===== config.mk =====
export PLATFORM = sky130hd
export DESIGN_NAME = pasm_ram
export DESIGN_NICKNAME = d
export VERILOG_FILES = /design/src/rtl/pasm_ram.sv
export SDC_FILE = /design/constraint.sdc
export NUM_CORES = 1
export LEC_CHECK = 0
export ABC_AREA = 1
export BUFFER_PORTS_ARGS = -buffer_cell sky130_fd_sc_hd__buf_2
export CAP_MARGIN = 0
export CORE_ASPECT_RATIO = 1.25
export CORE_MARGIN = 1
export CORE_UTILIZATION = 55
export CTS_BUF_LIST = sky130_fd_sc_hd__clkbuf_4
export DETAILED_ROUTE_END_ITERATION = 8
export PLACE_DENSITY = 0.75
export SETUP_SLACK_MARGIN = 0.4
export SLEW_MARGIN = 0
export SYNTH_ARGS = -nofsm -noshare
export SYNTH_HDL_FRONTEND = slang
export SYNTH_SLANG_ARGS = --single-unit
export TNS_END_PERCENT = 10

===== constraint.sdc =====
create_clock -name clk -period 2.2 [get_ports clk]
set_clock_uncertainty 0.2 [all_clocks]
set_input_delay 0.22 -clock clk [delete_from_list [all_inputs] [get_ports clk]]
set_output_delay 0.22 -clock clk [all_outputs]
set_load 0.005 [all_outputs]

===== src/rtl/pasm_ram.sv =====
`timescale 1ns / 1ps

module pasm_ram #(
  parameter int WIDTH = 32,
  parameter int DEPTH = 16
) (
  input  logic                                  clk,
  input  logic                                  we,
  input  logic [(DEPTH > 1 ? $clog2(DEPTH) : 1)-1:0] waddr,
  input  logic [WIDTH-1:0]                      wdata,
  input  logic [(DEPTH > 1 ? $clog2(DEPTH) : 1)-1:0] raddr,
  output logic [WIDTH-1:0]                      rdata
);

  logic [WIDTH-1:0] mem_r [DEPTH];
  logic [WIDTH-1:0] rdata_r;

  always_ff @(posedge clk) begin
    if (we) begin
      mem_r[waddr] <= wdata;
    end
    rdata_r <= mem_r[raddr];
  end

  assign rdata = rdata_r;

endmodule


==> results.py <==
metrics = {
    "synthesis": {
        "yosys_warnings": 0,
        "syn_area_per_cell_sq_um": 10.72,
        "yosysUniqueCellTypes": 15,
        "yosysSeqAreaShare": 0.7046,
        "syn-cell-area_sq_um": 22730,
        "syn_nets": 2162,
        "syn_inst": 2120,
        "ys_ff_latch": 544,
    },
    "cts": {
        "clockBufferDepth": 3,
        "clkLatencyLatePin_ps": 860,
        "cts_tree": "built",
        "cts.sinks": 544,
        "clk_pin_slew_ps": 70,
        "root_buffer": "clkbuf_4",
        "cts_max_level": 4,
        "cts_made_buffers": 131,
    },
    "detailed_routing": {
        "drtIter0Drc": 1665,
        "totalWireLength_um": 54220,
        "wire_per_inst_um": 18.29,
        "drt_first_pass_iters": 5,
        "ant_nets": 0,
        "vias_per_cell": 5.311,
        "drc": 0,
        "route.vias.total": 15746,
    },
    "grt": {
        "grt_pass1_wl_um": 84590,
        "grt_util_all_layers": 0.2656,
        "grt_pass1_vias": 16286,
        "grt_max_degree": 82,
        "grt-ovfl-total": 0,
        "antenna_found_initial": 1,
    },
    "sta": {
        "grt_setup_unrepaired": "true",
        "setup_viol": 0,
        "slew_violations": 0,
        "fin_crit_ps": 1854,
        "hold_ws_ps": 67.37,
        "fmax_mhz": 539.5,
        "fin_crit_sh": 0.8426,
        "tightestPinTransition_ps": 500.4,
        "final-hold-violation-count": 0,
        "relSlewSlack": 0.6654,
        "tns_ps": 0,
    },
    "floorplanning": {
        "dieWidth_um": 183.8,
        "rows": 82,
        "dieArea_sq_um": 42150,
        "io_pins": 74,
        "start_util": 0.5623,
        "die_h_um": 229.3,
        "coreArea_sq_um": 40420,
    },
    "pwr": {
        "p_per_area_nw_per_um2": 838.6,
        "power.net_switching_mw": 4.996,
        "seqPwrFrac": 0.527,
        "p_clk_frac": 0.405,
        "switching_share": 0.2262,
        "peakVddDrop_mv": 0.4297,
        "p_leak_nw": 11.41,
        "p_int_mw": 17.09,
        "pwr-share-comb": 0.068,
    },
    "setup_path": {
        "slowest_delay_ps": 560,
        "path_delay_family": "buffers and inverters",
        "crit_slowest_cell": "dlygate4sd3_1",
        "cp_max_fo": 15,
        "crit_buf_inv": 5,
        "setup.worst_path.end_class": "flip-flop",
        "rrSetupSlack_ps": 420,
        "start_kind": "input port",
        "worstPathRequired_ps": 2710,
        "worstPathCellList": "dlygate4sd3_1 > buf_6 > inv_8 > buf_16 > nand2_1 > dlygate4sd3_1 > nand3_1 > nand3_1 > nand3_1 > nand2_1",
        "cp_common_cell": "nand3_1",
        "crit_type": "input port to flip-flop",
        "crit_arrival_ps": 2360,
    },
    "final_layout": {
        "nets": 2360,
        "final_cells": 2965,
        "area_delta_synth_final_pct": 15.86,
        "drive_above_1_share": 0.1489,
    },
    "placed_design": {
        "io_buffers": 73,
        "place_hpwl_um": 28930,
        "dp.cells": 2677,
        "routabilityCongestion": 0.7926,
    },
    "status": {
        "status": "finished clean",
    },
    "run": {
        "cap_violations": 0,
    },
    "hold_path": {
        "hp-class": "input port to flip-flop",
    },
}
## synth_stat cells
library cell | number | share of area
buf_6 | 29 | 0.014
nor2_1 | 17 | 0.0028
clkbuf_1 | 14 | 0.0023
buf_12 | 1 | 0.00088
dfxtp_1 | 32 | 0.028
nand2_1 | 677 | 0.11
inv_2 | 1 | 0.00016
buf_2 | 41 | 0.0090
nand3b_1 | 2 | 0.00066
edfxtp_1 | 512 | 0.68
inv_1 | 388 | 0.064
nand3_1 | 385 | 0.085
buf_4 | 6 | 0.0020
buf_1 | 14 | 0.0023
inv_4 | 1 | 0.00028
## cells by family (layout without fill, tap and decap cells)
group / count (synthesis) / in the layout / synth area share
flip-flops: 544 / 544 / 0.7046
other: 0 / 1 / 0
buffers and inverters: 495 / 793 / 0.09539
AND/OR/NAND/NOR: 1081 / 1081 / 0.2000
## sequential cells by signal (all words and copies together), names as in the netlist
signal / count
mem_r: 512
rdata: 32
## power by group through the flow
stage / Combinational (mW) / Clock (mW) / Sequential (mW)
after floorplan: 0.796 / 0 / 11.9
after global placement: 1.32 / 0 / 11.9
after detailed placement: 1.36 / 0 / 11.9
after CTS: 1.46 / 9.08 / 11.6
after global routing: 1.63 / 9.61 / 11.7
final: 1.49 / 8.94 / 11.6
## cell usage in the layout, fill, tap and decap left out, drive strengths merged
cell | Yosys | final
nor2 | 17 | 17
dfxtp | 32 | 32
clkinv | 0 | 19
diode | 0 | 1
nand3 | 385 | 385
clkbuf | 14 | 206
bufinv | 0 | 7
inv | 390 | 390
dlygate4sd3 | 0 | 48
nand3b | 2 | 2
nand2 | 677 | 677
clkinvlp | 0 | 4
edfxtp | 512 | 512
buf | 91 | 119
## stage by stage
step / utilization / worst slack [ps] / cell area [sq um] / total power [mW]
floorplan: - / 246.9 / 22770 / 12.66
global placement: 0.5896 / 377.3 / 23830 / 13.19
detailed placement: 0.5896 / 348.6 / 23830 / 13.23
CTS: 0.6486 / 356.3 / 26220 / 22.19
global route: 0.6515 / 347.2 / 26340 / 22.91
finish: 0.6515 / 346.3 / 26340 / 22.09
## worst reg2reg max path, delay by kind of cell, from the launching register on
| kind | cells | cell delay [ps] |
|---|---|---|
| flip-flops | 1 | 360 |
| buffers and inverters | 2 | 630 |
| AND/OR/NAND/NOR | 5 | 490 |
## metal layers
metal,global-route usage,vias to the layer above,wire [um]
li1,-,7331,-
met1,0.3351,7443,20430
met2,0.4400,830,27040
met3,0.05041,142,5053
met4,0.1294,0,1697
met5,0,-,0
## path summary, 6_finish.rpt
| kind | cells after the start | startpoint | endpoint |
|---|---|---|---|
| worst max register to register | 7 | mem_r[0][30] | rdata[30] |
| worst max-delay path | 10 | raddr[0] | rdata[30] |
| worst min register to register | 6 | mem_r[6][14] | rdata[14] |
| worst min-delay path | 5 | waddr[3] | mem_r[1][18] |
## layout make-up
| class | instances | area, sq um |
|---|---|---|
| clock buffers | 203 | 1524 |
| well taps | 546 | 683.2 |
| clock inverters | 30 | 319.1 |
| repair buffers | 170 | 1650 |
| flip-flops and latches | 544 | 16020 |
| inverters | 390 | 1474 |
| diodes | 1 | 2.502 |
| multi-input cells | 1081 | 4667 |
| fillers | 2962 | 14090 |
## timing repair
action / in CTS / in global routing
endpoints found under the setup margin: 3 / 8
cloned: 0 / 3
resized for setup: 1 / 6
buffers inserted: 0 / 0
hold buffers: 51 / 0
hold endpoints to repair: 563 / 0
Note: power is estimated with default switching activity, not from simulation.
