## config.mk

```make
export PLATFORM = sky130hd
export DESIGN_NAME = pasm_queue
export DESIGN_NICKNAME = d
export VERILOG_FILES = /design/src/rtl/pasm_pkg.sv /design/src/rtl/pasm_queue.sv
export SDC_FILE = /design/constraint.sdc
export NUM_CORES = 1
export LEC_CHECK = 0
export BUFFER_PORTS_ARGS = -buffer_cell sky130_fd_sc_hd__buf_2
export CAP_MARGIN = 20
export CORE_ASPECT_RATIO = 1.75
export CORE_MARGIN = 1
export CORE_UTILIZATION = 45
export DETAILED_ROUTE_END_ITERATION = 8
export PLACE_DENSITY = 0.83
export SYNTH_ARGS = -nofsm -noshare
export SYNTH_HDL_FRONTEND = slang
export SYNTH_SLANG_ARGS = --single-unit
```

## constraint.sdc

```tcl
create_clock -name clk -period 1.5 [get_ports clk]
set_input_delay 0.075 -clock clk [delete_from_list [all_inputs] [get_ports clk]]
set_output_delay 0.075 -clock clk [all_outputs]
set_load 0.05 [all_outputs]
```

## src/rtl/pasm_pkg.sv

```systemverilog
`timescale 1ns / 1ps

package pasm_pkg;

  // Operation codes held in the operation register. The unused code acts as multiply.
  localparam logic [1:0] OP_ADD   = 2'd0;
  localparam logic [1:0] OP_SUB   = 2'd1;
  localparam logic [1:0] OP_MUL   = 2'd2;
  localparam logic [1:0] OP_RESET = OP_MUL;

  // Operand selector carried by every input item.
  localparam logic KIND_FIRST  = 1'b0;
  localparam logic KIND_SECOND = 1'b1;

  localparam int COEF_W = 32;
  localparam int POWER_W = 5;
  // Length fields of a job are sized for the largest supported store (32 entries).
  localparam int LEN_FIELD_W = 6;

  typedef struct packed {
    logic                     kind;
    logic signed [COEF_W-1:0] coefficient;
    logic                     final_coef;
  } in_item_t;

  typedef struct packed {
    logic signed [COEF_W-1:0] result_coef;
    logic [POWER_W-1:0]       power;
    logic                     end_of_result;
    logic                     overflow;
  } out_item_t;

  // One loaded operand pair, handed from the loader to the arithmetic engine.
  typedef struct packed {
    logic                   bank;
    logic [LEN_FIELD_W-1:0] la;
    logic [LEN_FIELD_W-1:0] lb;
    logic [1:0]             op;
    logic                   dropped;
  } job_t;

endpackage

```

## src/rtl/pasm_queue.sv

```systemverilog
`timescale 1ns / 1ps

module pasm_queue (
  input  logic           clk,
  input  logic           rst_n,
  input  logic           push,
  input  pasm_pkg::job_t push_job,
  input  logic           pop,
  output logic           q_valid,
  output pasm_pkg::job_t q_job
);

  // Two entries cover every job the loader can have outstanding.
  pasm_pkg::job_t ent_r [2];
  logic           wr_ptr_r, rd_ptr_r;
  logic [1:0]     cnt_r;

  assign q_valid = (cnt_r != 2'd0);
  assign q_job   = ent_r[rd_ptr_r];

  always_ff @(posedge clk) begin
    if (push) begin
      ent_r[wr_ptr_r] <= push_job;
    end
  end

  always_ff @(posedge clk) begin
    if (!rst_n) begin
      wr_ptr_r <= 1'b0;
      rd_ptr_r <= 1'b0;
      cnt_r    <= 2'd0;
    end else begin
      if (push) begin
        wr_ptr_r <= !wr_ptr_r;
      end
      if (pop) begin
        rd_ptr_r <= !rd_ptr_r;
      end
      if (push && !pop) begin
        cnt_r <= cnt_r + 2'd1;
      end else if (!push && pop) begin
        cnt_r <= cnt_r - 2'd1;
      end
    end
  end

endmodule

```

==> impl_results.md <==
- Hold Vio Cnt, Final: 0
- CP endpoint kind: output port
- Initial antenna violation count: 0
- Clock group share of total power: roughly 28%
- Syn nets: 92
- Detail Route Antenna Nets: 0
- Initial Utilization: approximately 47%
- Syn Inst Count: between 70 and 80
- Post-synthesis simple-gate area fraction: 3.65%
- Top sig layer: met4
- Post_cts resized: 0
- Die area: 3280 um^2
- Critical Path AT: ~1.4 ns
- I/O pin count: 37
- Area of the multi-input gates: around 290 um^2
- Clk_lat worst skew: between 0.2 and 0.3 ns
- Hold crit path type: in -> reg
- Area share of fa/ha/maj cells after synthesis: 0.913%
- Largest net degree at the start of global routing: 14
- Fillcell total: around 220
- Sw frac: a little over a quarter
- CP max FO: 9
- Crit path kind: reg -> out
- Final Cycle Share: a little over nine tenths
- Mux cell area share after synthesis: a little over an eighth
- Post-synthesis compound-gate area fraction: 1.46%
- GP Congestion: between 0.5 and 0.6
- CTS tree: yes
- CP Buf/Inv Count: 2
- Inserted Clock Buffers: 5
- Die Wd: between 40 and 50 um
- Total gr overflow: 0
- Minimum clock period: approximately 1.4 ns
- Via count: about 800
- Metal3 WL: between 100 and 150 um
- Part of the Yosys area used for sequential elements: between 70% and 80%
- Relative slew slack: around 81%
- Synth Warn #: 0
- Largest family of logic cells by synthesized area: multiplexers
- Post-CTS Setup Inserts: 0
- DRC errors left: 3
- Syn Std Cell Area: ~1400 um^2
- Max Root-Sink Buffers: 2
- Yosys cell types: 16
- Setup TNS: 0 ns
- HPWL Detailed: approximately 1600 um
- Die height: roughly 75 um
- CP cell instances: buf_4 -> mux2_2 -> buf_2
- Max_cap viols: 0
- Fmax: between 700 and 800 MHz
- GRT Util Overall: roughly 17%
- Rows: 26
- Vias per cell: roughly 5
- Design area: 1860 um^2
- P&R area growth vs syn: 35.9%
- Placed Area: roughly 1600 um^2
- CORE AREA: 2900 um^2
- Internal power: about 0.0017 W
- Net Sw Power: just over 0.0006 W
- Xor/xnor share of the synthesized area: 1.92%
- Clk sink count: 37
- Crit path launch type: flip-flop
- Max IR drop VDD: about 1.1 mV
- Met2 routed WL: between 1000 and 1500 um
- Post-CTS Hold Fix Bufs: 16
- N_diodes: 0
- Max stage delay on crit path: 0.35 ns
- Number of global-route vias before repair: between 800 and 900
- Slowest CP cell: mux2_2
- Clock Tree Root: clkbuf_8
- Measured slew at the worst slew-check pin: between 0.2 and 0.3 ns
- Failing checks: DRC
- Max Clock Skew: ~0.0052 ns
- Req. time, crit path: 1.42 ns
- Final net count: ~150
- First-pass GRT wire length: 3860 um
- Sequential Area: roughly 1100 um^2
- Layout cells sized above 1: 48.5%
- DRT Pass-1 Iters: 5
- Post-Route WL: approximately 2500 um
- Post-Syn Area per Cell: around 19 um^2
- FF+latch count, synth: 37
- Outcome: finished with violations
- IO Port Bufs: 36
- Clock-pin slew on the worst setup and hold paths: 0.06 ns
- Setup violators final: 0
- Pwr dens: 1230 nW/um^2
- Met1 WL: slightly above 800 um
- Iteration-0 DRC Markers: 13
- Final Slew Violations: 0
- Crit path max-delay family: buffers and inverters
- Post-DR wirelength/cell: approximately 15 um
- Combinational share of power: about a fifth
- Sequential share of power: between 50% and 60%
- Unrepaired setup endpoints after global routing: no
- Leakage: ~0.74 nW
- CTS H-tree lvls: 2
==> routing by layer <==
layer,track usage [%],vias to the layer above
met1,15.6,388
met2,31.8,28
met4,9.38,0
li1,-,389
met5,0,-
met3,6.95,9
==> kinds of logic after synthesis <==
kind of cell | Yosys count
compound gates | 3
buf+inv | 3
fa+ha+maj | 1
simple gates | 8
flops | 37
xor+xnor | 3
mux | 16
==> per-stage QoR <==
stage	instances	total power [W]	hold WS [ns]	setup slack (ns)	util, %
after floorplan	71	0.00153	0.174	0.0302	-
after global placement	138	0.00163	0.263	0.398	55.9
after detailed placement	138	0.00164	0.268	0.376	55.9
after CTS	162	0.00231	0.0484	0.0656	64.3
after global routing	162	0.00239	0.0607	0.0186	64.3
final	162	0.00229	0.0543	0.0797	64.3
==> worst reg2reg max path: stages, from the launching register on <==
cell,delay (ns)
dfxtp_1,0.34
xor2_1,0.19
or3_1,0.33
a21boi_1,0.16
==> power by group through the flow <==
stage | clock (W) | combinational [W] | sequential [W]
floorplan | 0 | 0.000312 | 0.00122
global placement | 0 | 0.000406 | 0.00122
detailed placement | 0 | 0.000415 | 0.00123
CTS | 0.000657 | 0.000449 | 0.00120
global route | 0.000702 | 0.000476 | 0.00121
finish | 0.000637 | 0.000451 | 0.00120
==> final timing paths <==
| check | slack, ns | cells past startpoint | end | start |
|---|---|---|---|---|
| setup / recovery | 0.08 | 3 | q_job[14] | flip-flop |
| hold / removal | 0.05 | 2 | cnt_r[0] | rst_n |
| setup reg to reg | 0.40 | 3 | cnt_r[1] | cnt_r[0] |
| hold reg to reg | 0.52 | 2 | cnt_r[1] | cnt_r[1] |
==> registers in the layout (all words and copies together) (netlist names), named ones only <==
signal    flops
rd_ptr_r      1
ent_r        32
cnt_r         2
wr_ptr_r      1
==> final cells by class <==
type / instances / area share [%]
Clock inverter: 2 / 0.538
Inverter: 1 / 0.202
Clock buffer: 6 / 3.90
Tap cell: 28 / 1.88
Multi-Input combinational cell: 31 / 15.5
Timing Repair Buffer: 57 / 21.0
Sequential cell: 37 / 57.0
==> cell usage after synthesis <==
cell type	n	share of area (%)
and2_1	4	1.8
inv_1	1	0.27
xnor2_1	1	0.64
or2_2	1	0.46
buf_2	1	0.36
ha_1	1	0.91
xor2_1	2	1.3
buf_6	1	0.82
nor2b_1	2	0.91
o21ai_0	1	0.36
edfxtp_1	32	70
mux2_2	16	13
dfxtp_1	5	7.3
a21boi_1	1	0.55
or3_1	1	0.46
o21a_1	1	0.55
==> placed cells by master (no fill, tap or decap) <==
| cell type | netlist | final |
|---|---|---|
| buf_4 | 0 | 4 |
| clkinv_2 | 0 | 2 |
| mux2_2 | 16 | 16 |
| clkbuf_1 | 0 | 1 |
| buf_2 | 1 | 36 |
| or2_2 | 1 | 1 |
| and2_1 | 4 | 4 |
| edfxtp_1 | 32 | 32 |
| buf_12 | 0 | 1 |
| ha_1 | 1 | 1 |
| xnor2_1 | 1 | 1 |
| xor2_1 | 2 | 2 |
| o21a_1 | 1 | 1 |
| dlygate4sd3_1 | 0 | 16 |
| or3_1 | 1 | 1 |
| inv_1 | 1 | 1 |
| clkbuf_8 | 0 | 5 |
| dfxtp_1 | 5 | 5 |
| nor2b_1 | 2 | 2 |
| o21ai_0 | 1 | 1 |
| a21boi_1 | 1 | 1 |
Power figures use the tool's default switching activity.
