### config.mk
export PLATFORM = sky130hd
export DESIGN_NAME = pasm_back
export DESIGN_NICKNAME = d
export VERILOG_FILES = /design/src/rtl/pasm_pkg.sv /design/src/rtl/pasm_ram.sv /design/src/rtl/pasm_back.sv
export SDC_FILE = /design/constraint.sdc
export NUM_CORES = 2
export LEC_CHECK = 0
export BUFFER_PORTS_ARGS = -buffer_cell sky130_fd_sc_hd__buf_2
export CORE_AREA = 3 3 459 461
export DETAILED_ROUTE_END_ITERATION = 6
export DIE_AREA = 0 0 462 464
export PLACE_DENSITY = 0.66
export SETUP_SLACK_MARGIN = 0.2
export SLEW_MARGIN = 30
export SYNTH_ARGS = -nofsm -noshare
export SYNTH_HDL_FRONTEND = slang
export SYNTH_SLANG_ARGS = --single-unit
### constraint.sdc
create_clock -name clk -period 8.59 [get_ports clk]
set_input_delay 0.4295 -clock clk [delete_from_list [all_inputs] [get_ports clk]]
set_output_delay 0.4295 -clock clk [all_outputs]
set_load 0.1 [all_outputs]
### src/rtl/pasm_pkg.sv
`timescale 1ns / 1ps

package pasm_pkg;

  // Operation codes held in the operation register. The unused code acts as multiply.
  localparam logic [1:0] OP_ADD   = 2'd0;
  localparam logic [1:0] OP_SUB   = 2'd1;
  localparam logic [1:0] OP_MUL   = 2'd2;
  localparam logic [1:0] OP_RESET = OP_MUL;

  // Operand selector carried by every input item.
  localparam logic KIND_FIRST  = 1'b0;
  localparam logic KIND_SECOND = 1'b1;

  localparam int COEF_W = 32;
  localparam int POWER_W = 5;
  // Length fields of a job are sized for the largest supported store (32 entries).
  localparam int LEN_FIELD_W = 6;

  typedef struct packed {
    logic                     kind;
    logic signed [COEF_W-1:0] coefficient;
    logic                     final_coef;
  } in_item_t;

  typedef struct packed {
    logic signed [COEF_W-1:0] result_coef;
    logic [POWER_W-1:0]       power;
    logic                     end_of_result;
    logic                     overflow;
  } out_item_t;

  // One loaded operand pair, handed from the loader to the arithmetic engine.
  typedef struct packed {
    logic                   bank;
    logic [LEN_FIELD_W-1:0] la;
    logic [LEN_FIELD_W-1:0] lb;
    logic [1:0]             op;
    logic                   dropped;
  } job_t;

endpackage

### src/rtl/pasm_ram.sv
`timescale 1ns / 1ps

module pasm_ram #(
  parameter int WIDTH = 32,
  parameter int DEPTH = 16
) (
  input  logic                                  clk,
  input  logic                                  we,
  input  logic [(DEPTH > 1 ? $clog2(DEPTH) : 1)-1:0] waddr,
  input  logic [WIDTH-1:0]                      wdata,
  input  logic [(DEPTH > 1 ? $clog2(DEPTH) : 1)-1:0] raddr,
  output logic [WIDTH-1:0]                      rdata
);

  logic [WIDTH-1:0] mem_r [DEPTH];
  logic [WIDTH-1:0] rdata_r;

  always_ff @(posedge clk) begin
    if (we) begin
      mem_r[waddr] <= wdata;
    end
    rdata_r <= mem_r[raddr];
  end

  assign rdata = rdata_r;

endmodule

### src/rtl/pasm_back.sv
`timescale 1ns / 1ps

module pasm_back #(
  parameter int MAX_DEGREE = 15,
  parameter int FRAC_BITS  = 16
) (
  input  logic                             clk,
  input  logic                             rst_n,
  input  logic                             q_valid,
  input  pasm_pkg::job_t                   q_job,
  output logic                             q_pop,
  output logic [$clog2(MAX_DEGREE + 1):0]  raddr_a,
  output logic [$clog2(MAX_DEGREE + 1):0]  raddr_b,
  input  logic [pasm_pkg::COEF_W-1:0]      rdata_a,
  input  logic [pasm_pkg::COEF_W-1:0]      rdata_b,
  output logic                             out_valid,
  input  logic                             out_stall,
  output pasm_pkg::out_item_t              out_data,
  output logic                             job_done
);

  localparam int STORE_DEPTH = MAX_DEGREE + 1;
  localparam int IDX_W = $clog2(STORE_DEPTH);
  localparam int LEN_W = $clog2(STORE_DEPTH + 1);
  localparam int RES_DEPTH = 2 * MAX_DEGREE + 1;
  localparam int RES_IDX_W = $clog2(RES_DEPTH);
  localparam int RES_LEN_W = $clog2(RES_DEPTH + 1);
  localparam int ACC_W = 64 + LEN_W + 1;
  localparam int PW = pasm_pkg::POWER_W;
  localparam logic signed [ACC_W-1:0] HALF = ACC_W'((2 ** FRAC_BITS) >> 1);

  typedef enum logic [2:0] {
    S_IDLE, S_RUN, S_DRAIN, S_EMIT_RD, S_EMIT_LOAD, S_EMIT_OUT
  } state_t;

  state_t               state_r;
  logic                 bank_r, a_zero_r, b_zero_r, mul_r, sub_r;
  logic [LEN_W-1:0]     la_r, lb_r;
  logic [RES_LEN_W-1:0] n_full_r, e_n_r, nz_len_r;
  logic [RES_IDX_W-1:0] k_r, e_k_r;
  logic [IDX_W-1:0]     i_r, i_lo_r;
  logic                 out_valid_r, job_done_r, ov_r;
  pasm_pkg::out_item_t  out_data_r;

  // Job decode at start.
  logic [LEN_W-1:0]     la_raw, lb_raw, la_eff, lb_eff;
  logic                 job_mul;

  // Sequencer outputs.
  logic                 issue, iss_first, iss_last, iss_end, iss_a_use, iss_b_use;
  logic [IDX_W-1:0]     iss_a_idx, iss_b_idx, i_lo_next;
  logic [RES_IDX_W-1:0] j_full;
  logic [RES_LEN_W-1:0] k_len, kn;

  // Datapath stages.
  logic                        s1_v_r, s1_first_r, s1_last_r, s1_a_use_r, s1_b_use_r;
  logic [RES_IDX_W-1:0]        s1_k_r, s2_k_r, s3_k_r, s4_k_r;
  logic                        s2_v_r, s2_first_r, s2_last_r, s3_v_r, s4_v_r;
  logic signed [ACC_W-1:0]     s2_val_r, acc_r, rnd_r, shifted;
  logic signed [31:0]          a_s, b_s;
  logic signed [63:0]          prod;
  logic signed [32:0]          sum;
  logic                        fits;
  logic [31:0]                 res_wdata, res_rdata;
  logic                        emit_last;

  assign la_raw  = q_job.la[LEN_W-1:0];
  assign lb_raw  = q_job.lb[LEN_W-1:0];
  assign la_eff  = (la_raw == '0) ? LEN_W'(1) : la_raw;
  assign lb_eff  = (lb_raw == '0) ? LEN_W'(1) : lb_raw;
  assign job_mul = q_job.op[1];
  assign q_pop   = (state_r == S_IDLE) && q_valid;

  // Term sequencer: add and subtract take one term per degree, multiply walks
  // the pairs i + j = k that fall inside both operands.
  assign issue  = (state_r == S_RUN);
  assign k_len  = RES_LEN_W'(k_r);
  assign kn     = k_len + RES_LEN_W'(1);
  assign j_full = k_r - RES_IDX_W'(i_r);

  always_comb begin
    if (mul_r) begin
      iss_a_idx = i_r;
      iss_b_idx = j_full[IDX_W-1:0];
      iss_first = (i_r == i_lo_r);
      iss_last  = (RES_IDX_W'(i_r) == k_r) || (LEN_W'(i_r) == la_r - LEN_W'(1));
      iss_a_use = !a_zero_r;
      iss_b_use = !b_zero_r;
    end else begin
      iss_a_idx = k_r[IDX_W-1:0];
      iss_b_idx = k_r[IDX_W-1:0];
      iss_first = 1'b1;
      iss_last  = 1'b1;
      iss_a_use = !a_zero_r && (k_len < RES_LEN_W'(la_r));
      iss_b_use = !b_zero_r && (k_len < RES_LEN_W'(lb_r));
    end
  end

  assign iss_end   = iss_last && (kn == n_full_r);
  assign i_lo_next = (kn >= RES_LEN_W'(lb_r)) ?
                     IDX_W'(kn - RES_LEN_W'(lb_r) + RES_LEN_W'(1)) : '0;

  assign raddr_a = {bank_r, iss_a_idx};
  assign raddr_b = {bank_r, iss_b_idx};

  // Stage 2 operands; the read data lines up with the stage 1 registers.
  assign a_s  = s1_a_use_r ? rdata_a : '0;
  assign b_s  = s1_b_use_r ? rdata_b : '0;
  assign prod = a_s * b_s;
  assign sum  = sub_r ? ({a_s[31], a_s} - {b_s[31], b_s})
                      : ({a_s[31], a_s} + {b_s[31], b_s});

  // Stage 5: scale, saturate and write the result memory.
  assign shifted   = mul_r ? (rnd_r >>> FRAC_BITS) : rnd_r;
  assign fits      = (&shifted[ACC_W-1:31]) || !(|shifted[ACC_W-1:31]);
  assign res_wdata = fits ? shifted[31:0]
                          : (shifted[ACC_W-1] ? 32'h8000_0000 : 32'h7FFF_FFFF);

  pasm_ram #(
    .WIDTH (32),
    .DEPTH (RES_DEPTH)
  ) u_result (
    .clk   (clk),
    .we    (s4_v_r),
    .waddr (s4_k_r),
    .wdata (res_wdata),
    .raddr (e_k_r),
    .rdata (res_rdata)
  );

  always_ff @(posedge clk) begin
    if (!rst_n) begin
      s1_v_r <= 1'b0;
      s2_v_r <= 1'b0;
      s3_v_r <= 1'b0;
      s4_v_r <= 1'b0;
      ov_r     <= 1'b0;
      nz_len_r <= '0;
    end else begin
      s1_v_r <= issue;
      s2_v_r <= s1_v_r;
      s3_v_r <= s2_v_r && s2_last_r;
      s4_v_r <= s3_v_r;
      if (q_pop) begin
        ov_r     <= q_job.dropped;
        nz_len_r <= '0;
      end else if (s4_v_r) begin
        if (!fits) begin
          ov_r <= 1'b1;
        end
        if (res_wdata != 32'd0) begin
          nz_len_r <= RES_LEN_W'(s4_k_r) + RES_LEN_W'(1);
        end
      end
    end
  end

  always_ff @(posedge clk) begin
    s1_first_r <= iss_first;
    s1_last_r  <= iss_last;
    s1_k_r     <= k_r;
    s1_a_use_r <= iss_a_use;
    s1_b_use_r <= iss_b_use;
    s2_first_r <= s1_first_r;
    s2_last_r  <= s1_last_r;
    s2_k_r     <= s1_k_r;
    s2_val_r   <= mul_r ? {{(ACC_W-64){prod[63]}}, prod} : {{(ACC_W-33){sum[32]}}, sum};
    if (s2_v_r) begin
      acc_r <= s2_first_r ? s2_val_r : acc_r + s2_val_r;
    end
    s3_k_r <= s2_k_r;
    rnd_r  <= acc_r + (mul_r ? HALF : '0);
    s4_k_r <= s3_k_r;
  end

  assign emit_last = ((RES_LEN_W'(e_k_r) + RES_LEN_W'(1)) == e_n_r);

  always_ff @(posedge clk) begin
    if (!rst_n) begin
      state_r     <= S_IDLE;
      out_valid_r <= 1'b0;
      job_done_r  <= 1'b0;
    end else begin
      job_done_r <= 1'b0;
      unique case (state_r)
        S_IDLE: begin
          if (q_valid) begin
            bank_r   <= q_job.bank;
            la_r     <= la_eff;
            lb_r     <= lb_eff;
            a_zero_r <= (la_raw == '0);
            b_zero_r <= (lb_raw == '0);
            mul_r    <= job_mul;
            sub_r    <= (q_job.op == pasm_pkg::OP_SUB);
            n_full_r <= job_mul
                        ? RES_LEN_W'(la_eff) + RES_LEN_W'(lb_eff) - RES_LEN_W'(1)
                        : RES_LEN_W'((la_eff > lb_eff) ? la_eff : lb_eff);
            k_r      <= '0;
            i_r      <= '0;
            i_lo_r   <= '0;
            state_r  <= S_RUN;
          end
        end
        S_RUN: begin
          if (iss_last) begin
            k_r    <= k_r + RES_IDX_W'(1);
            i_r    <= i_lo_next;
            i_lo_r <= i_lo_next;
          end else begin
            i_r <= i_r + IDX_W'(1);
          end
          if (iss_end) begin
            state_r <= S_DRAIN;
          end
        end
        S_DRAIN: begin
          if (!(s1_v_r || s2_v_r || s3_v_r || s4_v_r)) begin
            e_k_r   <= '0;
            e_n_r   <= sub_r ? ((nz_len_r == '0) ? RES_LEN_W'(1) : nz_len_r) : n_full_r;
            state_r <= S_EMIT_RD;
          end
        end
        S_EMIT_RD: begin
          state_r <= S_EMIT_LOAD;
        end
        S_EMIT_LOAD: begin
          out_data_r.result_coef   <= res_rdata;
          out_data_r.power         <= PW'(e_k_r);
          out_data_r.end_of_result <= emit_last;
          out_data_r.overflow      <= ov_r;
          out_valid_r              <= 1'b1;
          state_r                  <= S_EMIT_OUT;
        end
        S_EMIT_OUT: begin
          if (!out_stall) begin
            out_valid_r <= 1'b0;
            if (out_data_r.end_of_result) begin
              job_done_r <= 1'b1;
              state_r    <= S_IDLE;
            end else begin
              e_k_r   <= e_k_r + RES_IDX_W'(1);
              state_r <= S_EMIT_RD;
            end
          end
        end
        default: begin
          state_r <= S_IDLE;
        end
      endcase
    end
  end

  assign out_valid = out_valid_r;
  assign out_data  = out_data_r;
  assign job_done  = job_done_r;

endmodule

==> flow_summary.json <==
{
  "status": "finished clean",
  "viasPerCell": 5.689,
  "cp.required_ps": 9200,
  "reg2reg_from": "s1_b_use_r",
  "synth_fp_nets": 9073,
  "fin_crit_ps": 8397,
  "avgSynthCellArea_sq_um": 12.26,
  "worst_slew_pin_slew_ps": 1020,
  "die_w_um": 462,
  "drtPass1Iterations": 7,
  "regToRegSetupSlack_ps": 190,
  "setup_viol": 0,
  "cts-root-buf": "clkbuf_16",
  "synth_area_leader_cell": "edfxtp_1",
  "fin_util_pct": 50.73,
  "slew_headroom_pct": 31.98,
  "pre_cts_slack_ps": -159.0,
  "timing.fmax_mhz": 119.1,
  "grt-ovfl-total": 0,
  "dr_total_vias": 60674,
  "rr_endpoint": "s2_val_r[62]",
  "final_common_cell": "edfxtp_1",
  "drt_iter0_markers": 5816,
  "num_io_pins": 136,
  "dp_hpwl_um": 189900,
  "ys_seq_area_share_pct": 41.45,
  "rsz0062_at_grt": "yes",
  "areaGrowthSynthToFinish_pct": 12.99,
  "coreArea_sq_um": 206900,
  "htree_levels": 3,
  "nFillCells": 17665,
  "maxSlewViolCount": 0,
  "hp-class": "in2reg",
  "die_h_um": 464,
  "clock_path_buffers": 3,
  "cts_inserted_buffers": 116,
  "cp-start-kind": "register",
  "path_class": "reg2reg",
  "fin_nets": 9357,
  "placed_cells": 10364,
  "final_cell_mix": "edfxtp_1 (1144), fa_1 (1068), inv_1 (1020)",
  "initial_utilization_pct": 44.90,
  "wl_per_cell_um": 25.46,
  "synth-edff-count": 1144,
  "rr_worst_depth": 26,
  "drive_gt1_share_pct": 16.09,
  "wirelength_um": 271600,
  "synth-seq-cells": 1351,
  "crit_path_end": "s2_val_r[62]",
  "setup-tns-final_ps": 0,
  "hold_viol_final": 0,
  "fin_crit_sh_pct": 97.75,
  "synth_area_leaders": "edfxtp_1 (37%), fa_1 (23%), mux4_2 (7.0%)",
  "io_buffers": 133,
  "path_max_fanout": 13,
  "globalplace.congestion": 0.9938,
  "grt_pass1_wl_um": 404500,
  "synth_top_cell_area_share_pct": 36.99,
  "synth_top_flop_cell": "edfxtp_1",
  "synth-async-reset-ratio_pct": 0,
  "endpoint_kind": "register",
  "synth.distinct_cells": 87,
  "detail-route-antenna-nets": 0,
  "clkTransAtPathRegs_ps": 70,
  "drc_errors": 0,
  "syn-cell-area_sq_um": 92870,
  "grt_pass1_vias": 63812,
  "dieArea_sq_um": 214400,
  "instances_no_fill": 10666,
  "synthesis.instances": 7573,
  "worstPathArrival_ps": 9010,
  "startpoint": "s1_b_use_r",
  "clock_skew_ps": 82.60,
  "antenna_found_initial": 8,
  "grt_use_total_pct": 25.37,
  "cts_num_sinks": 1351,
  "tritoncts": "yes",
  "grt_max_degree": 124,
  "yosys_warnings": 0,
  "drv_cap": 0,
  "fp-row-count": 167,
  "fin_ws_ps": 193.4,
  "clkLatencyLatePin_ps": 760
}
cell usage after synthesis (all sizes together) (48+ instances only):
master,count
mux4,288
nand4,48
o21ai,224
and2,49
edfxtp,1144
xor2,99
inv,1034
clkbuf,293
mux2i,71
fa,1087
ha,329
nor2,719
nand3,85
xnor2,161
buf,69
a21oi,221
a21o,106
nand2,794
dfxtp,207
repair_timing:
| action | in CTS | in global routing |
|---|---|---|
| resized for setup | 46 | 180 |
| pin swaps | 2 | 27 |
| hold endpoints to repair | 9 | 0 |
| gates cloned | 4 | 7 |
| setup endpoints to repair | 13 | 15 |
| buffers inserted | 16 | 40 |
| hold buffers | 9 | 0 |
per-stage QoR:
step | hold WS [ps] | instance area [sq um]
2_1_floorplan | 309.6 | 92910
3_3_place_gp | 312.9 | 98660
5_1_grt | 64.91 | 104900
3_5_place_dp | 312.1 | 98790
6_report | 51.18 | 104900
4_1_cts | 7.371 | 103500
final cells by class:
cell class	count	area, sq um	area share, %
clock buffers	139	3229	3.077
inverters	1056	4043	3.852
multi-input cells	4804	50090	47.73
diodes	3	7.507	0.007154
well taps	2704	3383	3.224
flip-flops and latches	1351	38510	36.70
clock inverters	81	1025	0.9765
repair buffers	528	4658	4.439
routing by layer:
metal / global-route usage, % / wire [um]
met4: 10.35 / 13070
met5: 0 / 63
met1: 32.43 / 102700
met3: 5.886 / 26300
met2: 41.64 / 129400
flip-flops by register name, summed over array words and instances, names as in the netlist, 4 cells and up:
register and count:
u_result.mem_r 992, acc_r 70, rnd_r 70, s2_val_r 64, out_data 39, u_result.rdata 32
e_k_r 5, e_n_r 5, k_len 5, la_r 5, lb_r 5, n_full_r 5
nz_len_r 5, s1_k_r 5, s2_k_r 5, s3_k_r 5, s4_k_r 5, i_lo_r 4
i_r 4
critical path, cell delays in order (launching register included):
cell and delay, ps:
dfxtp_4 360, buf_6 150, clkbuf_16 180, nand2_4 150, buf_12 190, nor2_1 80, fa_1 490, inv_1 60
fa_1 520, fa_1 600, fa_1 470, fa_1 550, inv_1 60, fa_1 510, fa_1 450, fa_2 590
ha_4 220, o21ai_0 170, nor2_1 90, o2111a_1 280, o311a_1 360, or3_4 480, a31oi_4 200, o21ai_4 100
a221oi_4 330, nor4_1 100, or4_1 500
worst min-delay path by stage:
stage	from	end	slack (ps)	cells past startpoint
after floorplan	s1_first_r	s2_first_r	310	0
final	q_job[9]	la_r[0]	50	3
after global placement	s2_k_r[4]	s3_k_r[4]	310	0
after global routing	out_stall	job_done	60	2
after detailed placement	s1_k_r[3]	s2_k_r[3]	310	0
after CTS	q_job[9]	la_r[0]	7	3
cells by family after synthesis:
| kind of cell | after synthesis | share of synthesized area [%] |
|---|---|---|
| simple gates | 1925 | 8.815 |
| buf+inv | 1418 | 5.746 |
| fa+ha+maj | 1416 | 27.86 |
| flops | 1351 | 41.45 |
| compound gates | 804 | 5.440 |
| mux | 399 | 8.234 |
| xor+xnor | 260 | 2.452 |
Power is left out: the tool's default activity adds up to more than one toggle a clock period on the data nets, which glitch-free logic cannot reach.
