`config.mk`:
```
export PLATFORM = sky130hd
export DESIGN_NAME = pasm_front
export DESIGN_NICKNAME = d
export VERILOG_FILES = /design/src/rtl/pasm_pkg.sv /design/src/rtl/pasm_front.sv
export SDC_FILE = /design/constraint.sdc
export NUM_CORES = 1
export LEC_CHECK = 0
export ABC_AREA = 1
export BUFFER_PORTS_ARGS = -buffer_cell sky130_fd_sc_hd__buf_2
export CORE_MARGIN = 3
export CORE_UTILIZATION = 40
export CTS_CLUSTER_SIZE = 12
export DETAILED_ROUTE_END_ITERATION = 10
export PLACE_DENSITY = 0.86
export SLEW_MARGIN = 20
export SYNTH_ARGS = -nofsm -noshare
export SYNTH_HDL_FRONTEND = slang
export SYNTH_SLANG_ARGS = --single-unit
```
`constraint.sdc`:
```
create_clock -name clk -period 2.15 [get_ports clk]
set_input_delay 0.3225 -clock clk [delete_from_list [all_inputs] [get_ports clk]]
set_output_delay 0.3225 -clock clk [all_outputs]
set_load 0.02 [all_outputs]
```
`src/rtl/pasm_pkg.sv`:
```
`timescale 1ns / 1ps

package pasm_pkg;

  // Operation codes held in the operation register. The unused code acts as multiply.
  localparam logic [1:0] OP_ADD   = 2'd0;
  localparam logic [1:0] OP_SUB   = 2'd1;
  localparam logic [1:0] OP_MUL   = 2'd2;
  localparam logic [1:0] OP_RESET = OP_MUL;

  // Operand selector carried by every input item.
  localparam logic KIND_FIRST  = 1'b0;
  localparam logic KIND_SECOND = 1'b1;

  localparam int COEF_W = 32;
  localparam int POWER_W = 5;
  // Length fields of a job are sized for the largest supported store (32 entries).
  localparam int LEN_FIELD_W = 6;

  typedef struct packed {
    logic                     kind;
    logic signed [COEF_W-1:0] coefficient;
    logic                     final_coef;
  } in_item_t;

  typedef struct packed {
    logic signed [COEF_W-1:0] result_coef;
    logic [POWER_W-1:0]       power;
    logic                     end_of_result;
    logic                     overflow;
  } out_item_t;

  // One loaded operand pair, handed from the loader to the arithmetic engine.
  typedef struct packed {
    logic                   bank;
    logic [LEN_FIELD_W-1:0] la;
    logic [LEN_FIELD_W-1:0] lb;
    logic [1:0]             op;
    logic                   dropped;
  } job_t;

endpackage

```
`src/rtl/pasm_front.sv`:
```
`timescale 1ns / 1ps

module pasm_front #(
  parameter int MAX_DEGREE = 15
) (
  input  logic                                  clk,
  input  logic                                  rst_n,
  input  logic                                  in_valid,
  output logic                                  in_stall,
  input  pasm_pkg::in_item_t                    in_data,
  input  logic [1:0]                            operation,
  output logic                                  we_first,
  output logic                                  we_second,
  output logic [$clog2(MAX_DEGREE + 1):0]       waddr,
  output logic [pasm_pkg::COEF_W-1:0]           wdata,
  output logic                                  push,
  output pasm_pkg::job_t                        push_job,
  input  logic                                  job_done
);

  localparam int STORE_DEPTH = MAX_DEGREE + 1;
  localparam int IDX_W = $clog2(STORE_DEPTH);
  localparam int LEN_W = $clog2(STORE_DEPTH + 1);
  localparam int LFW = pasm_pkg::LEN_FIELD_W;

  logic [LEN_W-1:0] first_len_r, first_len_nxt;
  logic [LEN_W-1:0] second_len_r, second_len_nxt;
  logic             dropped_r, dropped_nxt;
  logic             bank_r;
  logic [1:0]       pend_r, pend_nxt;
  logic             accept, is_second, first_room, second_room;

  // Two banks per store: a new pair loads while the engine still works on the last one.
  assign in_stall    = (pend_r == 2'd2);
  assign accept      = in_valid && !in_stall;
  assign is_second   = (in_data.kind == pasm_pkg::KIND_SECOND);
  assign first_room  = (first_len_r < LEN_W'(STORE_DEPTH));
  assign second_room = (second_len_r < LEN_W'(STORE_DEPTH));

  assign we_first  = accept && !is_second && first_room;
  assign we_second = accept && is_second && second_room;
  assign waddr     = is_second ? {bank_r, second_len_r[IDX_W-1:0]}
                               : {bank_r, first_len_r[IDX_W-1:0]};
  assign wdata     = in_data.coefficient;

  assign push = accept && is_second && in_data.final_coef;

  always_comb begin
    first_len_nxt  = first_len_r;
    second_len_nxt = second_len_r;
    dropped_nxt    = dropped_r;
    if (accept) begin
      if (is_second) begin
        if (second_room) begin
          second_len_nxt = second_len_r + LEN_W'(1);
        end else begin
          dropped_nxt = 1'b1;
        end
      end else begin
        if (first_room) begin
          first_len_nxt = first_len_r + LEN_W'(1);
        end else begin
          dropped_nxt = 1'b1;
        end
      end
    end
  end

  assign push_job.bank    = bank_r;
  assign push_job.la      = LFW'(first_len_r);
  assign push_job.lb      = LFW'(second_len_nxt);
  assign push_job.op      = operation;
  assign push_job.dropped = dropped_nxt;

  always_comb begin
    pend_nxt = pend_r;
    if (push && !job_done) begin
      pend_nxt = pend_r + 2'd1;
    end else if (!push && job_done) begin
      pend_nxt = pend_r - 2'd1;
    end
  end

  always_ff @(posedge clk) begin
    if (!rst_n) begin
      first_len_r  <= '0;
      second_len_r <= '0;
      dropped_r    <= 1'b0;
      bank_r       <= 1'b0;
      pend_r       <= 2'd0;
    end else begin
      pend_r <= pend_nxt;
      if (push) begin
        first_len_r  <= '0;
        second_len_r <= '0;
        dropped_r    <= 1'b0;
        bank_r       <= !bank_r;
      end else begin
        first_len_r  <= first_len_nxt;
        second_len_r <= second_len_nxt;
        dropped_r    <= dropped_nxt;
      end
    end
  end

endmodule

```
==> impl_metrics.yaml, run 1 <==
run_status:
  run_status: "finished, final reports clean"
setup_path:
  r2r-start: "pend_r[0]"
  path_class: "flop to primary output"
  r2r_end: "pend_r[1]"
  worst-r2r-setup-slack_ns: 0.54
  worst_r2r_path_depth: 8
  cp-end-kind: "primary output"
  crit_path_start_kind: "flop"
  critical_path_required_ns: 1.83
  worst-endpoint-arrival_ns: 1.44
  crit_path_max_fanout: 9
sta:
  final_setup_violation_count: 0
  layout_min_cycle_time_ns: 1.77
  hold_viol: 0
  min_period_over_period_pct: 82.2
  max_freq_mhz: 566
  drv_slew: 0
  grt_setup_unrepaired: "no"
  fin_worst_skew_ns: 0.000752
  finalSetupTns_ns: 0
drt:
  first_pass_iteration_count_of_the_detailed_router: 4
  via_per_inst: 4.76
  drt_first_iter_violations: 18
  remaining_drc_errors: 0
  average_wire_per_standard_cell_um: 10.4
  detail-route-antenna-nets: 0
  vias: 843
  detailed_route_wire_length_um: 1840
grt:
  pin_count_of_the_biggest_net_entering_global_routing: 12
  grt_first_pass_wirelength_um: 2930
  gr-usage-all-layers_pct: 11.0
  first_global_vias: 664
  grt_overflow: 0
  initial_antenna_violation_count: 0
die:
  num_io_pins: 97
  die_height_um: 58.3
  start_util_pct: 43.1
  fp.dieArea_mm2: 0.00340
  design.core.area_mm2: 0.00254
  std_cell_rows: 18
  die_w_um: 58.3
clock_tree:
  cts.repair.resized: 0
  cts.repair_timing.setup_buffer_count: 0
  cts_tree: "done"
  cts-root-to-sink-buffers: 2
  clock_sink_count: 14
  cts_htree_levels: 1
  cts_inserted_buffers: 3
  clock_latency_ns: 0.29
  root_buffer_selected_by_cts: "sky130_fd_sc_hd__clkbuf_4"
  cts.clk_slew.worst_paths_ns: 0.09
  cts-hold-fix-buffers: 0
placement:
  postPlaceCellArea_um2: 967
  routabilityCongestion: 0.855
  detailed_place_hpwl_um: 1440
  buffer_ports.inserted: 26
layout:
  most_common_cell_after_layout_fill_and_taps_aside: "sky130_fd_sc_hd__nand2_1"
  layout-drive-gt1-share_pct: 25.9
  layout.cells.most_common_list: "sky130_fd_sc_hd__nand2_1, sky130_fd_sc_hd__buf_2, sky130_fd_sc_hd__inv_1, sky130_fd_sc_hd__dfxtp_1, sky130_fd_sc_hd__a21oi_1"
  design.final.nets: 191
  layout-area-overhead-vs-synth_pct: -8.45
  diodes: 0
  num-fill-cells: 270
  stdcell_area_mm2: 0.00100
  finalCoreUtilization_pct: 39.4
pwr:
  maximum_vdd_drop_mv: 0.351
  p_seq_share_pct: 46.6
  power.clock.fraction_pct: 32.3
  combPwrFrac_pct: 21.1
  power.static_leakage_nw: 0.540
  power.density_cell_area_mw_per_mm2: 604
  p_switching_uw: 191
  internal_power_uw: 415
  switching_share_pct: 31.5
worst_hold_path:
  end_point_of_the_worst_hold_path: "bank_r"
  min_delay_path_depth: 3
  hold_path_startpoint: "rst_n"
  holdCritPathClass: "primary input to flop"
synthesis:
  netlist_area_mm2: 0.00110
  synth.distinct_cells: 21
  synth_sequential_area_ratio_pct: 25.6
  ys_seq_elements: 14
  yosys_warn_count: 0
  synthesis.instances: 156
  synth_area_per_cell_um2: 7.03
flow_run:
  max_cap_violations: 0
power groups by stage:
stage / Clock [mW] / Combinational (mW) / Sequential (mW)
floorplan: 0 / 0.191 / 0.288
global placement: 0 / 0.127 / 0.288
detailed placement: 0 / 0.128 / 0.288
CTS: 0.202 / 0.129 / 0.282
global route: 0.216 / 0.142 / 0.284
finish: 0.196 / 0.128 / 0.282
logic make-up after synthesis:
family / after synthesis / synth area share [%]
xor gates and xnor gates: 1 / 0.799
AOI/OAI and AO/OA: 19 / 9.70
adders and majority gates: 3 / 3.43
DFF: 14 / 25.6
other: 1 / 0.342
and+or+nand+nor: 56 / 25.0
buffers and inverters: 62 / 35.2
worst max-delay path: stages, from the launching register on:
cell                      delay [ns]
sky130_fd_sc_hd__dfxtp_1        0.35
sky130_fd_sc_hd__inv_2          0.07
sky130_fd_sc_hd__a21oi_4        0.24
sky130_fd_sc_hd__nand2_2        0.12
sky130_fd_sc_hd__o21ai_1        0.17
sky130_fd_sc_hd__inv_1          0.05
sky130_fd_sc_hd__buf_2          0.15
metrics by stage:
stage | setup WS, ns | hold slack (ns) | std cells | power [mW]
after detailed placement | 0.462 | 0.453 | 173 | 0.416
final | 0.383 | 0.283 | 177 | 0.606
after global placement | 0.509 | 0.441 | 173 | 0.415
after global routing | 0.240 | 0.296 | 177 | 0.641
after CTS | 0.380 | 0.279 | 177 | 0.613
after floorplan | 0.527 | 0.431 | 157 | 0.479
synth_stat cells, drive strengths merged:
cell    count  area share, %
buf        40             27
nand2      36             13
inv        22            7.8
dfxtp      14             26
a21oi      12            6.5
nand3       7            3.7
o21ai       7            3.2
nor2        6            4.2
nand4       4            2.3
ha          3            3.4
nand3b      3            2.1
conb        1           0.34
xor2        1           0.80
metal layers:
metal,share of wire (%),global-route usage [%]
met3,12,4.82
met4,2.8,5.63
met2,38,13.4
met5,0,0
met1,47,16.0
how the worst max path moves through the flow:
stage                    from     endpoint  slack (ns)  cells past startpoint
floorplan           pend_r[0]    pend_r[1]        0.53                      8
global placement     in_valid    pend_r[1]        0.51                      9
detailed placement   in_valid    pend_r[1]        0.46                      9
CTS                 pend_r[0]  push_job[4]        0.38                      6
global route        pend_r[0]  push_job[4]        0.24                      6
finish              pend_r[0]  push_job[4]        0.38                      6
layout make-up:
class | instances | area, µm² | share of cell area, %
sequential | 14 | 280 | 27.9
tap | 30 | 37.5 | 3.74
multi-input combinational | 81 | 434 | 43.3
inverter | 22 | 85.1 | 8.48
clock buffer | 4 | 36.3 | 3.62
timing repair buffer | 26 | 130 | 13.0
sequential cells by signal, indices dropped and copies added, names as in the netlist:
register / cells
second_len_r: 5
bank_r: 1
first_len_r: 5
pend_r: 2
dropped_r: 1
Power figures use the tool's default switching activity.
==> inputs of run 2 (changes only) <==
Settings changed: CORE_UTILIZATION 40 to 34, PLACE_DENSITY 0.86 to 0.78.
Clock period 2.15 ns to 1.6 ns, I/O delays scaled along.
==> run 2 against run 1 <==
Net effect: register-to-register slack lost 0.45 ns; core utilization shrank 1.4 points; cell area grew 9.9%; first-iteration DRC count grew 22%; via count shrank 2.1%; hold slack lost 0.057 ns.
==> impl_metrics.yaml, run 2 (synthesis gave the netlist of run 1 again) <==
worst_hold_path:
  holdCritPathClass: "primary input to flop"
  min_delay_path_depth: 3
sta:
  fin_worst_skew_ns: 0.00492
  layout_min_cycle_time_ns: 1.59
  max_freq_mhz: 629
  drv_slew: 0
  grt_setup_unrepaired: "yes"
  final_hold_slack_ns: 0.226
  min_period_over_period_pct: 99.3
  smallest_setup_slack_after_layout_ns: 0.0109
  hold_viol: 0
  final_setup_violation_count: 0
setup_path:
  crit_path_start_kind: "flop"
  crit_path_max_fanout: 8
  endpoint: "push_job[4]"
  timing.critical_path.cells: "inv_4 > a21oi_4 > buf_6 > nand2_8 > o21ai_4 > inv_2 > buf_6"
  worst_r2r_path_depth: 9
  most_used_cell_along_the_critical_path: "sky130_fd_sc_hd__buf_6"
  r2r_end: "pend_r[1]"
  worst_setup_path_startpoint: "pend_r[0]"
  cp_slowest_stage_delay_ns: 0.35
  cp-end-kind: "primary output"
  crit_slowest_cell: "sky130_fd_sc_hd__dfxtp_2"
  critical_path_required_ns: 1.36
  path_class: "flop to primary output"
  r2r-start: "pend_r[0]"
  worst-r2r-setup-slack_ns: 0.09
  worst-endpoint-arrival_ns: 1.35
layout:
  diodes: 0
  design.final.nets: 195
  layout-drive-gt1-share_pct: 32.0
  registers_with_the_most_flip_flops: "first_len_r x5, second_len_r x5, pend_r x2"
  most_common_cell_after_layout_fill_and_taps_aside: "sky130_fd_sc_hd__nand2_1"
  layout.cells.most_common_list: "sky130_fd_sc_hd__nand2_1, sky130_fd_sc_hd__buf_2, sky130_fd_sc_hd__inv_1, sky130_fd_sc_hd__dfxtp_1, sky130_fd_sc_hd__a21oi_1"
  num-fill-cells: 344
  finalCoreUtilization_pct: 38.0
  multiInputGateArea_um2: 467
  seq_area_um2: 282
  instances_no_fill: 192
  layout-area-overhead-vs-synth_pct: 0.571
flow_run:
  max_cap_violations: 0
pwr:
  power.static_leakage_nw: 0.557
  maximum_vdd_drop_mv: 0.423
  power.density_cell_area_mw_per_mm2: 724
placement:
  placed_cells_incl_taps: 186
  detailed_place_hpwl_um: 1530
  pre_cts_ws_ns: 0.167
  routabilityCongestion: 0.776
  buffer_ports.inserted: 26
drt:
  average_wire_per_standard_cell_um: 10.6
  detail-route-antenna-nets: 0
  via_per_inst: 4.30
  drt_first_iter_violations: 22
  detailed_route_wire_length_um: 2040
  first_pass_iteration_count_of_the_detailed_router: 4
  vias: 825
  remaining_drc_errors: 0
run_status:
  run_status: "finished, final reports clean"
grt:
  grt_first_pass_wirelength_um: 3390
  grt_overflow: 0
  first_global_vias: 749
  gr-usage-all-layers_pct: 10.5
  pin_count_of_the_biggest_net_entering_global_routing: 12
  initial_antenna_violation_count: 0
clock_tree:
  cts-root-to-sink-buffers: 2
  root_buffer_selected_by_cts: "sky130_fd_sc_hd__clkbuf_4"
  cts_inserted_buffers: 3
  clock_latency_ns: 0.28
  cts-hold-fix-buffers: 0
  cts.clk_slew.worst_paths_ns: 0.08
  cts_htree_levels: 1
  clock_sink_count: 14
  cts_tree: "done"
die:
  design.core.area_mm2: 0.00290
  std_cell_rows: 19
  die_w_um: 62.8
  die_height_um: 62.8
  fp.dieArea_mm2: 0.00394
  start_util_pct: 37.8
  num_io_pins: 97
==> run 2: final cells by class <==
cell class / instances / share of cell area, %
Inverter: 22 / 7.95
Clock buffer: 3 / 2.04
Tap cell: 42 / 4.77
Timing Repair Buffer: 30 / 17.4
Multi-Input combinational cell: 81 / 42.3
Sequential cell: 14 / 25.5
==> run 2: worst min-delay path by stage <==
stage | end | start
floorplan | bank_r | rst_n
global placement | dropped_r | dropped_r
detailed placement | dropped_r | dropped_r
CTS | bank_r | rst_n
global route | bank_r | rst_n
finish | bank_r | rst_n
==> run 2: timing repair <==
action | in CTS | in global routing
endpoints found under the setup margin | 3 | 7
buffers inserted | 2 | 1
pin swaps | 2 | 4
resized for setup | 7 | 14
==> run 2: metrics by stage <==
stage          total power [mW]  instance area (µm²)  TNS, ns
6_report                  0.798                 1100        0
5_1_grt                   0.854                 1100   -0.378
4_1_cts                   0.781                 1050  -0.0181
3_5_place_dp              0.565                  990        0
3_3_place_gp              0.563                  990        0
2_1_floorplan             0.644                 1100        0
==> run 2: power by group <==
group	internal, mW	switching [mW]
clock	0.0873	0.109
sequential	0.364	0.0154
combinational	0.0849	0.137
==> run 2: metal layers <==
layer	up-vias	track usage [%]	share of wire, %
li1	437	-	-
met1	353	13.6	46
met2	31	15.2	45
met3	4	5.22	8.1
met4	0	3.31	0.93
met5	-	0	0
==> run 2: critical path, delay by kind of cell (launching register included) <==
family | cells | cell delay (ns)
AOI/OAI and AO/OA | 2 | 0.27
DFF | 1 | 0.35
and+or+nand+nor | 1 | 0.07
buffers and inverters | 4 | 0.38
==> inputs of run 3 (changes only) <==
Settings changed: ABC_AREA 1 to unset, PLACE_DENSITY 0.78 to 0.77.
==> run 3 against run 2 <==
Net effect: the run now ends with setup timing left; routed wire length up 42%; largest power group unchanged; highest routed layer unchanged; first-iteration DRC count rose by 64%; critical path type unchanged; cell area grew 24%; worst setup slack worse by 0.16 ns; critical path depth decreased by 2; global-route usage increased by 3.9 points.
==> impl_metrics.yaml, run 3 <==
die:
  design.core.area_mm2: 0.00313
  die_w_um: 63.8
  std_cell_rows: 20
  num_io_pins: 97
  die_height_um: 63.8
  fp.dieArea_mm2: 0.00407
  start_util_pct: 36.3
run_status:
  run_status: "finished, violations left"
  failed_checks: "setup timing"
sta:
  drv_slew: 0
  layout_min_cycle_time_ns: 1.75
  fin_worst_skew_ns: 0.0100
  max_freq_mhz: 571
  grt_setup_unrepaired: "yes"
  final_setup_violation_count: 6
  min_period_over_period_pct: 110
  hold_viol: 0
  smallest_setup_slack_after_layout_ns: -0.152
  finalSetupTns_ns: -0.480
worst_hold_path:
  holdCritPathClass: "primary input to flop"
  min_delay_path_depth: 3
grt:
  gr-usage-all-layers_pct: 14.4
  grt_first_pass_wirelength_um: 4620
  grt_overflow: 0
  first_global_vias: 1012
  pin_count_of_the_biggest_net_entering_global_routing: 12
  initial_antenna_violation_count: 0
synthesis:
  leading_post_synthesis_cells_by_cell_area: "sky130_fd_sc_hd__buf_4, sky130_fd_sc_hd__dfxtp_1, sky130_fd_sc_hd__o31ai_1"
  ys_seq_elements: 14
  yosys_warn_count: 0
  async_set_or_reset_flop_fraction_in_the_synthesized_netlist_pct: 0
  synth_ff_type: "sky130_fd_sc_hd__dfxtp_1"
  synth_common_cells: "sky130_fd_sc_hd__buf_4, sky130_fd_sc_hd__dfxtp_1, sky130_fd_sc_hd__a21oi_1"
  synth_area_per_cell_um2: 8.41
  synth_enable_flop_cells: 0
  synth_largest_area_cell: "sky130_fd_sc_hd__buf_4"
  netlist_area_mm2: 0.00113
  synth.distinct_cells: 36
  yosysTopAreaCellShare_pct: 25.8
  yosys.cell_count.top_type: "sky130_fd_sc_hd__buf_4"
  synth_sequential_area_ratio_pct: 24.7
  synthesis.instances: 135
drt:
  average_wire_per_standard_cell_um: 15.7
  vias: 964
  detail-route-antenna-nets: 0
  first_pass_iteration_count_of_the_detailed_router: 4
  via_per_inst: 5.21
  drt_first_iter_violations: 36
  detailed_route_wire_length_um: 2900
  remaining_drc_errors: 0
layout:
  design.final.nets: 185
  layout-drive-gt1-share_pct: 58.2
  diodes: 0
  layout-area-overhead-vs-synth_pct: 20.8
  finalCoreUtilization_pct: 43.8
  num-fill-cells: 318
  layout.cells.most_common_list: "sky130_fd_sc_hd__buf_2, sky130_fd_sc_hd__buf_4, sky130_fd_sc_hd__buf_6, sky130_fd_sc_hd__a21oi_1, sky130_fd_sc_hd__dfxtp_1"
  most_common_cell_after_layout_fill_and_taps_aside: "sky130_fd_sc_hd__buf_2"
  registers_with_the_most_flip_flops: "first_len_r x5, second_len_r x5, pend_r x2"
clock_tree:
  cts_htree_levels: 1
  root_buffer_selected_by_cts: "sky130_fd_sc_hd__clkbuf_4"
  cts_inserted_buffers: 3
  cts.clk_slew.worst_paths_ns: 0.10
  cts-root-to-sink-buffers: 2
  cts-hold-fix-buffers: 0
  cts_tree: "done"
  clock_latency_ns: 0.30
  clock_sink_count: 14
placement:
  buffer_ports.inserted: 26
  detailed_place_hpwl_um: 1990
  routabilityCongestion: 0.797
pwr:
  power.density_cell_area_mw_per_mm2: 684
  maximum_vdd_drop_mv: 0.291
  power.static_leakage_nw: 0.610
setup_path:
  crit_path_max_fanout: 5
  path_class: "flop to primary output"
  worst_r2r_path_depth: 8
  critical_path_required_ns: 1.36
  cp_slowest_stage_delay_ns: 0.51
  crit_path_start_kind: "flop"
  worst-endpoint-arrival_ns: 1.51
  timing.critical_path.cells: "nand2b_4 > inv_8 > or4_4 > nand2_2 > buf_6"
  crit_slowest_cell: "sky130_fd_sc_hd__or4_4"
  cp-end-kind: "primary output"
flow_run:
  max_cap_violations: 0
run 3: final timing paths:
check | from | endpoint | slack [ns]
max reg2reg | pend_r[0] | pend_r[1] | -0.06
max | pend_r[0] | push_job[6] | -0.15
min reg2reg | dropped_r | dropped_r | 0.49
min | rst_n | second_len_r[0] | 0.22
run 3: routing by layer:
metal | up-vias | wire length [µm] | global-route usage [%]
li1 | 450 | - | -
met5 | - | 0 | 0
met1 | 454 | 1160 | 15.5
met3 | 27 | 162 | 3.69
met4 | 0 | 171 | 12.1
met2 | 33 | 1400 | 23.5
run 3: logic make-up (layout without fill, tap and decap cells):
logic type	after synthesis	in the layout	share of synthesized area, %
and+or+nand+nor	34	34	17.9
DFF	14	14	24.7
buffers and inverters	50	55	30.9
other	1	2	0.330
xor gates and xnor gates	3	3	2.32
adders and majority gates	3	3	3.31
muxes	5	5	4.74
AOI/OAI and AO/OA	25	25	15.9
run 3: critical path, delay by kind of cell (launching register included):
kind | cells | cell delay [ns]
buffers and inverters | 2 | 0.15
flip-flops | 1 | 0.33
AND/OR/NAND/NOR | 3 | 0.74
run 3: metrics by stage:
step | power (mW) | worst slack [ns] | hold WS, ns | instances | cell area [µm²]
4_1_cts | 0.917 | -0.165 | 0.217 | 185 | 1300
3_3_place_gp | 0.599 | 0.0684 | 0.457 | 174 | 1120
3_5_place_dp | 0.603 | 0.0575 | 0.462 | 174 | 1120
5_1_grt | 0.993 | -0.235 | 0.220 | 185 | 1370
2_1_floorplan | 0.675 | -0.166 | 0.401 | 136 | 1180
6_report | 0.938 | -0.152 | 0.221 | 185 | 1370
run 3: report_power, final:
part	total [mW]	internal, mW	switching, mW
Sequential	0.381	0.365	0.0166
Combinational	0.287	0.127	0.159
Clock	0.270	0.139	0.131
run 3: what timing repair did:
item	in CTS	in global routing
pin swaps	4	1
buffers inserted	7	0
gates resized for setup	29	16
setup endpoints to repair	7	10
run 3: cell type report:
cell class	instances	area [µm²]	area share [%]
well taps	44	55.1	4.01
clock buffers	4	36.3	2.65
flip-flops and latches	14	290	21.2
repair buffers	44	323	23.5
inverters	7	33.8	2.46
multi-input cells	72	633	46.2
